<file path="src/rtl/core/slm_pkg.sv">
// shared types and codes for the sorted list merge block
`default_nettype none

package slm_pkg;

    typedef struct packed {
        logic [1:0]         mode;
        logic signed [31:0] value;
    } t_in_item;

    typedef struct packed {
        logic signed [31:0] value_res;
        logic [5:0]         position;
        logic [1:0]         status;
        logic               last;
    } t_out_item;

    localparam logic [1:0] MODE_LOAD_A = 2'd0;
    localparam logic [1:0] MODE_LOAD_B = 2'd1;
    localparam logic [1:0] MODE_MERGE  = 2'd2;
    localparam logic [1:0] MODE_UNUSED = 2'd3;

    localparam logic [1:0] ST_ELEM  = 2'd0;
    localparam logic [1:0] ST_EMPTY = 2'd1;
    localparam logic [1:0] ST_FULL  = 2'd2;

    typedef enum logic {
        S_IDLE,
        S_EMIT
    } t_state;

endpackage

`default_nettype wire

</file>
<file path="src/rtl/core/sorted_list_merge.sv">
// top level: two list stores merged in ascending order on command
//
//  channel | valid      | ready      | payload
//  --------+------------+------------+----------------------
//  in      | i_in_valid | o_in_ready | i_in_item  (t_in_item)
//  out     | o_out_valid| i_out_ready| o_out_item (t_out_item)
//
// a merge emits one element per cycle while the output is not stalled
// the pace of the merge is set by the output handshake, not the registered store read
// reset clears counts, indices, state and the output valid flag; output data and stores need no clearing
// a stalled output holds the merge in place; input waits while merging
`default_nettype none

module sorted_list_merge #(
    parameter int LIST_DEPTH = 32
) (
    input  wire logic               i_clk,
    input  wire logic               i_rst_n,
    input  wire logic               i_in_valid,
    output logic                    o_in_ready,
    input  wire slm_pkg::t_in_item  i_in_item,
    output logic                    o_out_valid,
    input  wire logic               i_out_ready,
    output slm_pkg::t_out_item      o_out_item
);

    import slm_pkg::*;

    localparam int AW = (LIST_DEPTH > 1) ? $clog2(LIST_DEPTH) : 1;
    localparam int CW = $clog2(LIST_DEPTH + 1);
    localparam logic [CW-1:0] FULL_CNT = CW'(LIST_DEPTH);

    t_state        r_state, n_state;
    logic [CW-1:0] r_cnt_a, n_cnt_a;
    logic [CW-1:0] r_cnt_b, n_cnt_b;
    logic [CW-1:0] r_ia, n_ia;
    logic [CW-1:0] r_ib, n_ib;
    logic [5:0]    r_pos, n_pos;
    logic          r_out_valid, n_out_valid;
    t_out_item     r_out, n_out;

    logic          we_a, we_b;
    logic [31:0]   rd_a, rd_b;
    logic          in_acc, can_push, take_a, a_left, b_left;

    slm_list_mem #(.DEPTH(LIST_DEPTH), .AW(AW)) u_mem_a (
        .i_clk   (i_clk),
        .i_we    (we_a),
        .i_waddr (r_cnt_a[AW-1:0]),
        .i_wdata (i_in_item.value),
        .i_raddr (n_ia[AW-1:0]),
        .o_rdata (rd_a)
    );

    slm_list_mem #(.DEPTH(LIST_DEPTH), .AW(AW)) u_mem_b (
        .i_clk   (i_clk),
        .i_we    (we_b),
        .i_waddr (r_cnt_b[AW-1:0]),
        .i_wdata (i_in_item.value),
        .i_raddr (n_ib[AW-1:0]),
        .o_rdata (rd_b)
    );

    assign can_push    = !r_out_valid || i_out_ready;
    assign o_in_ready  = (r_state == S_IDLE) && can_push;
    assign in_acc      = i_in_valid && o_in_ready;
    assign o_out_valid = r_out_valid;
    assign o_out_item  = r_out;

    assign a_left = r_ia < r_cnt_a;
    assign b_left = r_ib < r_cnt_b;
    assign take_a = a_left && (!b_left || ($signed(rd_a) <= $signed(rd_b)));

    always_comb begin
        n_state     = r_state;
        n_cnt_a     = r_cnt_a;
        n_cnt_b     = r_cnt_b;
        n_ia        = r_ia;
        n_ib        = r_ib;
        n_pos       = r_pos;
        n_out       = r_out;
        n_out_valid = r_out_valid && !i_out_ready;
        we_a        = 1'b0;
        we_b        = 1'b0;
        unique case (r_state)
            S_IDLE: begin
                if (in_acc) begin
                    unique case (i_in_item.mode)
                        MODE_LOAD_A: begin
                            if (r_cnt_a == FULL_CNT) begin
                                n_out       = '{value_res: '0, position: '0,
                                                status: ST_FULL, last: 1'b1};
                                n_out_valid = 1'b1;
                            end else begin
                                we_a    = 1'b1;
                                n_cnt_a = r_cnt_a + 1'b1;
                            end
                        end
                        MODE_LOAD_B: begin
                            if (r_cnt_b == FULL_CNT) begin
                                n_out       = '{value_res: '0, position: '0,
                                                status: ST_FULL, last: 1'b1};
                                n_out_valid = 1'b1;
                            end else begin
                                we_b    = 1'b1;
                                n_cnt_b = r_cnt_b + 1'b1;
                            end
                        end
                        MODE_MERGE: begin
                            if (r_cnt_a == '0 && r_cnt_b == '0) begin
                                n_out       = '{value_res: '0, position: '0,
                                                status: ST_EMPTY, last: 1'b1};
                                n_out_valid = 1'b1;
                            end else begin
                                n_ia    = '0;
                                n_ib    = '0;
                                n_pos   = '0;
                                n_state = S_EMIT;
                            end
                        end
                        default: begin
                        end
                    endcase
                end
            end
            S_EMIT: begin
                if (can_push) begin
                    if (take_a) begin
                        n_ia            = r_ia + 1'b1;
                        n_out.value_res = rd_a;
                    end else begin
                        n_ib            = r_ib + 1'b1;
                        n_out.value_res = rd_b;
                    end
                    n_out.position = r_pos;
                    n_out.status   = ST_ELEM;
                    n_out.last     = (n_ia == r_cnt_a) && (n_ib == r_cnt_b);
                    n_out_valid    = 1'b1;
                    n_pos          = r_pos + 1'b1;
                    if (n_out.last) begin
                        n_cnt_a = '0;
                        n_cnt_b = '0;
                        n_state = S_IDLE;
                    end
                end
            end
            default: n_state = S_IDLE;
        endcase
    end

    always_ff @(posedge i_clk) begin
        if (!i_rst_n) begin
            r_state     <= S_IDLE;
            r_cnt_a     <= '0;
            r_cnt_b     <= '0;
            r_ia        <= '0;
            r_ib        <= '0;
            r_pos       <= '0;
            r_out_valid <= 1'b0;
        end else begin
            r_state     <= n_state;
            r_cnt_a     <= n_cnt_a;
            r_cnt_b     <= n_cnt_b;
            r_ia        <= n_ia;
            r_ib        <= n_ib;
            r_pos       <= n_pos;
            r_out_valid <= n_out_valid;
        end
    end

    always_ff @(posedge i_clk) begin
        r_out <= n_out;
    end

endmodule

`default_nettype wire

</file>
<file path="src/rtl/core/slm_list_mem.sv">
// one list store: single write port, registered read port
`default_nettype none

module slm_list_mem #(
    parameter int DEPTH = 32,
    parameter int AW    = 5
) (
    input  wire logic          i_clk,
    input  wire logic          i_we,
    input  wire logic [AW-1:0] i_waddr,
    input  wire logic [31:0]   i_wdata,
    input  wire logic [AW-1:0] i_raddr,
    output logic [31:0]        o_rdata
);

    logic [31:0] r_mem [DEPTH];

    always_ff @(posedge i_clk) begin
        if (i_we) begin
            r_mem[i_waddr] <= i_wdata;
        end
    end

    always_ff @(posedge i_clk) begin
        o_rdata <= r_mem[i_raddr];
    end

endmodule

`default_nettype wire

</file>
<file path="config.mk">
export PLATFORM = sky130hd
export DESIGN_NAME = sorted_list_merge
export DESIGN_NICKNAME = d
export VERILOG_FILES = /design/src/rtl/core/slm_pkg.sv /design/src/rtl/core/sorted_list_merge.sv /design/src/rtl/core/slm_list_mem.sv
export SDC_FILE = /design/constraint.sdc
export NUM_CORES = 2
export LEC_CHECK = 0
export BUFFER_PORTS_ARGS = -buffer_cell sky130_fd_sc_hd__buf_2
export CORE_MARGIN = 2
export CORE_UTILIZATION = 35
export CTS_CLUSTER_DIAMETER = 50
export DETAILED_ROUTE_END_ITERATION = 8
export GPL_ROUTABILITY_DRIVEN = 0
export PLACE_DENSITY = 0.56
export SYNTH_ARGS = -nofsm -noshare
export SYNTH_HDL_FRONTEND = slang
export SYNTH_HIERARCHICAL = 1
export SYNTH_SLANG_ARGS = --single-unit
</file>
<file path="constraint.sdc">
create_clock -name i_clk -period 12.11 [get_ports i_clk]
set_input_delay 0.6055 -clock i_clk [delete_from_list [all_inputs] [get_ports i_clk]]
set_output_delay 0.6055 -clock i_clk [all_outputs]
set_load 0.05 [all_outputs]
</file>
==> results.ini <==
[min_path]
whs_path_depth = 3
hp-start = i_out_ready
min_path_type = in2reg

[floorplanning]
fp-row-count = 182
fp.dieH_um = 500
die_w_um = 500
die_area_sq_um = 250000
initial_core_util_pct = 35.1
io_pins = 81
core_area_sq_um = 245000

[synth]
yosys-top-cells-area = edfxtp_1, mux2i_1, dfxtp_1, a22oi_1, a22o_1
synth-edff-count = 2089
synthFlopType = edfxtp_1
synthArstFlopShare_pct = 0
syn_avg_cell_area_sq_um = 16.8
ys_seq_area_share_pct = 75.1
ys_ff_latch = 2185
syn_inst = 5123
yosys_warnings = 6
synth.largest_area_cell = edfxtp_1
syn-num-nets = 5214
synth_top_area_share_pct = 72.8
synth_cell_type_count = 67
syn-cell-area_sq_um = 86100

[timing]
tightest_slew_ns = 1.57
hold_viol = 0
fin_crit_sh_pct = 69.8
setup_viol = 0
layout_min_cycle_time_ns = 8.45
grt_setup_unrepaired = false
drv_slew = 4
slew_headroom_pct = -5.41
fmax_mhz = 118
final.setup.tns_ns = 0
finalClockSkew_ns = 0.0413

[finish]
multi_input_area_sq_um = 20200
mostFrequentLayoutCell = edfxtp_1
num-nets-final = 5370
mostFrequentLayoutCells = edfxtp_1, mux2i_1, nand2_1
seq_area_sq_um = 64700
finish.cell_count_without_fillers = 8695
syn2layout_area_growth_pct = 13.4
drive_gt1_share_pct = 11.4
fillers = 22052

[routing]
ant_nets = 0
dr.first_iter.drc_count = 4675
wire_per_inst_um = 27.6
drt_pass1_iterations = 6
vias = 47041
viasPerCell = 5.41
drt_wl_total_um = 240000
drc = 0

[clock_network]
ctsLongestPathBuffers = 3
ctsHoldBuffers = 0
cts_tree = yes
cts_resized = 0
cts_sinks = 2185
clk_latency_ns = 0.88
cts-root-buf = clkbuf_16
postCtsSetupBuffers = 0
clk_pin_slew_ns = 0.06
cts_max_level = 4
cts_buffers = 221

[placement]
dpl.hpwl_um = 125000
place_inst = 8276
port_buffers = 80

[worst_setup_path]
cp_max_fo = 97
cp_slowest_cell = nor4_1
worstSetupStartpointType = flop
r2r_cells = 16
cp.depth = 16
crit_buf_inv = 3
path_delay_family = simple AND/OR/NAND/NOR gates
worstPathArrival_ns = 9.03
crit_chain = inv_1 > ha_1 > nand4_1 > nor4_1 > o31a_1 > o31ai_4 > nor2_4 > nand2_1 > o21ai_4 > buf_4 > buf_12 > mux2i_1 > a22o_1 > nor3_1 > a31oi_1 > nand3_1
setup.worst_path.start = u_mem_b/o_rdata[18]
required_ns = 12.69
path_class = reg2reg
crit_path_end_kind = flop
cpPeakStageDelay_ns = 1.24
r2r_start = u_mem_b/o_rdata[18]

[power_and_ir_drop]
p_leak_uw = 0.0297
power.density_nw_per_um2 = 176
max-vdd-ir-drop_mv = 0.114

[flow_run]
cap_violations = 1

[run_status]
status = complete, but fails checks
violations = max-capacitance violations, max-slew violations

[global_route]
grt.total_usage_pct = 18.7
grt_antenna_before_repair = 11
grt_max_degree = 139
grt_pass1_wl_um = 339000
first_global_vias = 45192
grt-ovfl-total = 0

[routing by layer]
metal  wire length, um  up-vias  GRT usage (%)
li1                  -    20458              -
met1            106000    24728           26.3
met2            114000     1544           30.4
met3             13600      309           2.56
met4              6140        2           5.31
met5                13        -              0
[metrics by stage]
| stage | utilization [%] | cell area [sq um] | hold slack, ns | setup WS [ns] | total power (uW) |
|---|---|---|---|---|---|
| after detailed placement | 36.9 | 90600 | 0.509 | 3.82 | 10700 |
| final | 39.8 | 97600 | 0.142 | 3.66 | 17100 |
| after global routing | 39.8 | 97600 | 0.132 | 3.41 | 17700 |
| after global placement | 36.9 | 90600 | 0.492 | 3.82 | 10700 |
| after CTS | 39.8 | 97600 | 0.0745 | 3.77 | 17300 |
| after floorplan | - | 86100 | 0.469 | 7.39 | 10100 |
[final timing paths]
check / end / slack [ns]
worst min register to register: r_pos[5] / 0.52
worst max-delay path: u_mem_b/o_rdata[5] / 3.66
worst min-delay path: r_state / 0.14
worst max register to register: u_mem_b/o_rdata[5] / 3.66
[cells by family (layout without fill, tap and decap cells)]
family | after synthesis | after routing | share of synthesized area (%)
DFF | 2185 | 2185 | 75.1
xor gates and xnor gates | 17 | 17 | 0.173
buffers and inverters | 334 | 684 | 2.12
other | 0 | 2 | 0
AOI/OAI and AO/OA | 725 | 725 | 5.73
muxes | 1025 | 1025 | 11.9
and+or+nand+nor | 784 | 784 | 4.21
adders and majority gates | 53 | 53 | 0.770
[state kept, by name, summed over array words and instances (netlist names)]
register         cells
r_cnt_a              6
r_cnt_b              6
o_out_item          41
u_mem_b/r_mem     1024
r_state              1
u_mem_a/o_rdata     32
r_ia                 6
o_out_valid          1
r_ib                 6
r_pos                6
u_mem_b/o_rdata     32
u_mem_a/r_mem     1024
[cell usage after synthesis (3+ instances only)]
master / count
edfxtp_1: 2089
mux2i_1: 1025
nand2_1: 298
a21oi_1: 216
nand3_1: 214
a22oi_1: 192
a22o_1: 130
clkbuf_1: 106
dfxtp_1: 96
nor2_1: 96
nor3_1: 74
a31oi_1: 72
buf_4: 68
buf_2: 56
ha_1: 53
inv_1: 53
o21ai_0: 36
a21boi_0: 35
buf_6: 31
and2_1: 23
nand4_1: 19
buf_1: 15
nand3b_1: 13
xnor2_1: 10
nand2b_1: 9
nor2b_1: 8
xor2_1: 7
a21o_1: 6
o41ai_1: 6
or3b_2: 6
and3_1: 5
clkbuf_4: 4
nor4_1: 4
a32o_1: 3
or2_2: 3
or3_1: 3
[where the power goes]
part / internal (uW) / switching (uW)
registers: 8390 / 149
logic: 761 / 1260
clock network: 3680 / 2900
[tightest hold or removal path, delay by kind of cell]
kind / cells / cell delay, ns
AOI/OAI and AO/OA: 1 / 0.10
buffers and inverters: 1 / 0.07
and+or+nand+nor: 1 / 0.19
[area by class of cell]
type | instances | area share, %
Clock buffer | 312 | 6.20
Multi-Input combinational cell | 2604 | 20.7
Tap cell | 3220 | 4.13
Timing Repair Buffer | 213 | 1.56
Sequential cell | 2185 | 66.2
Clock inverter | 105 | 0.997
Inverter | 54 | 0.208
Antenna cell | 2 | 0.00513
Power figures use the tool's default switching activity.
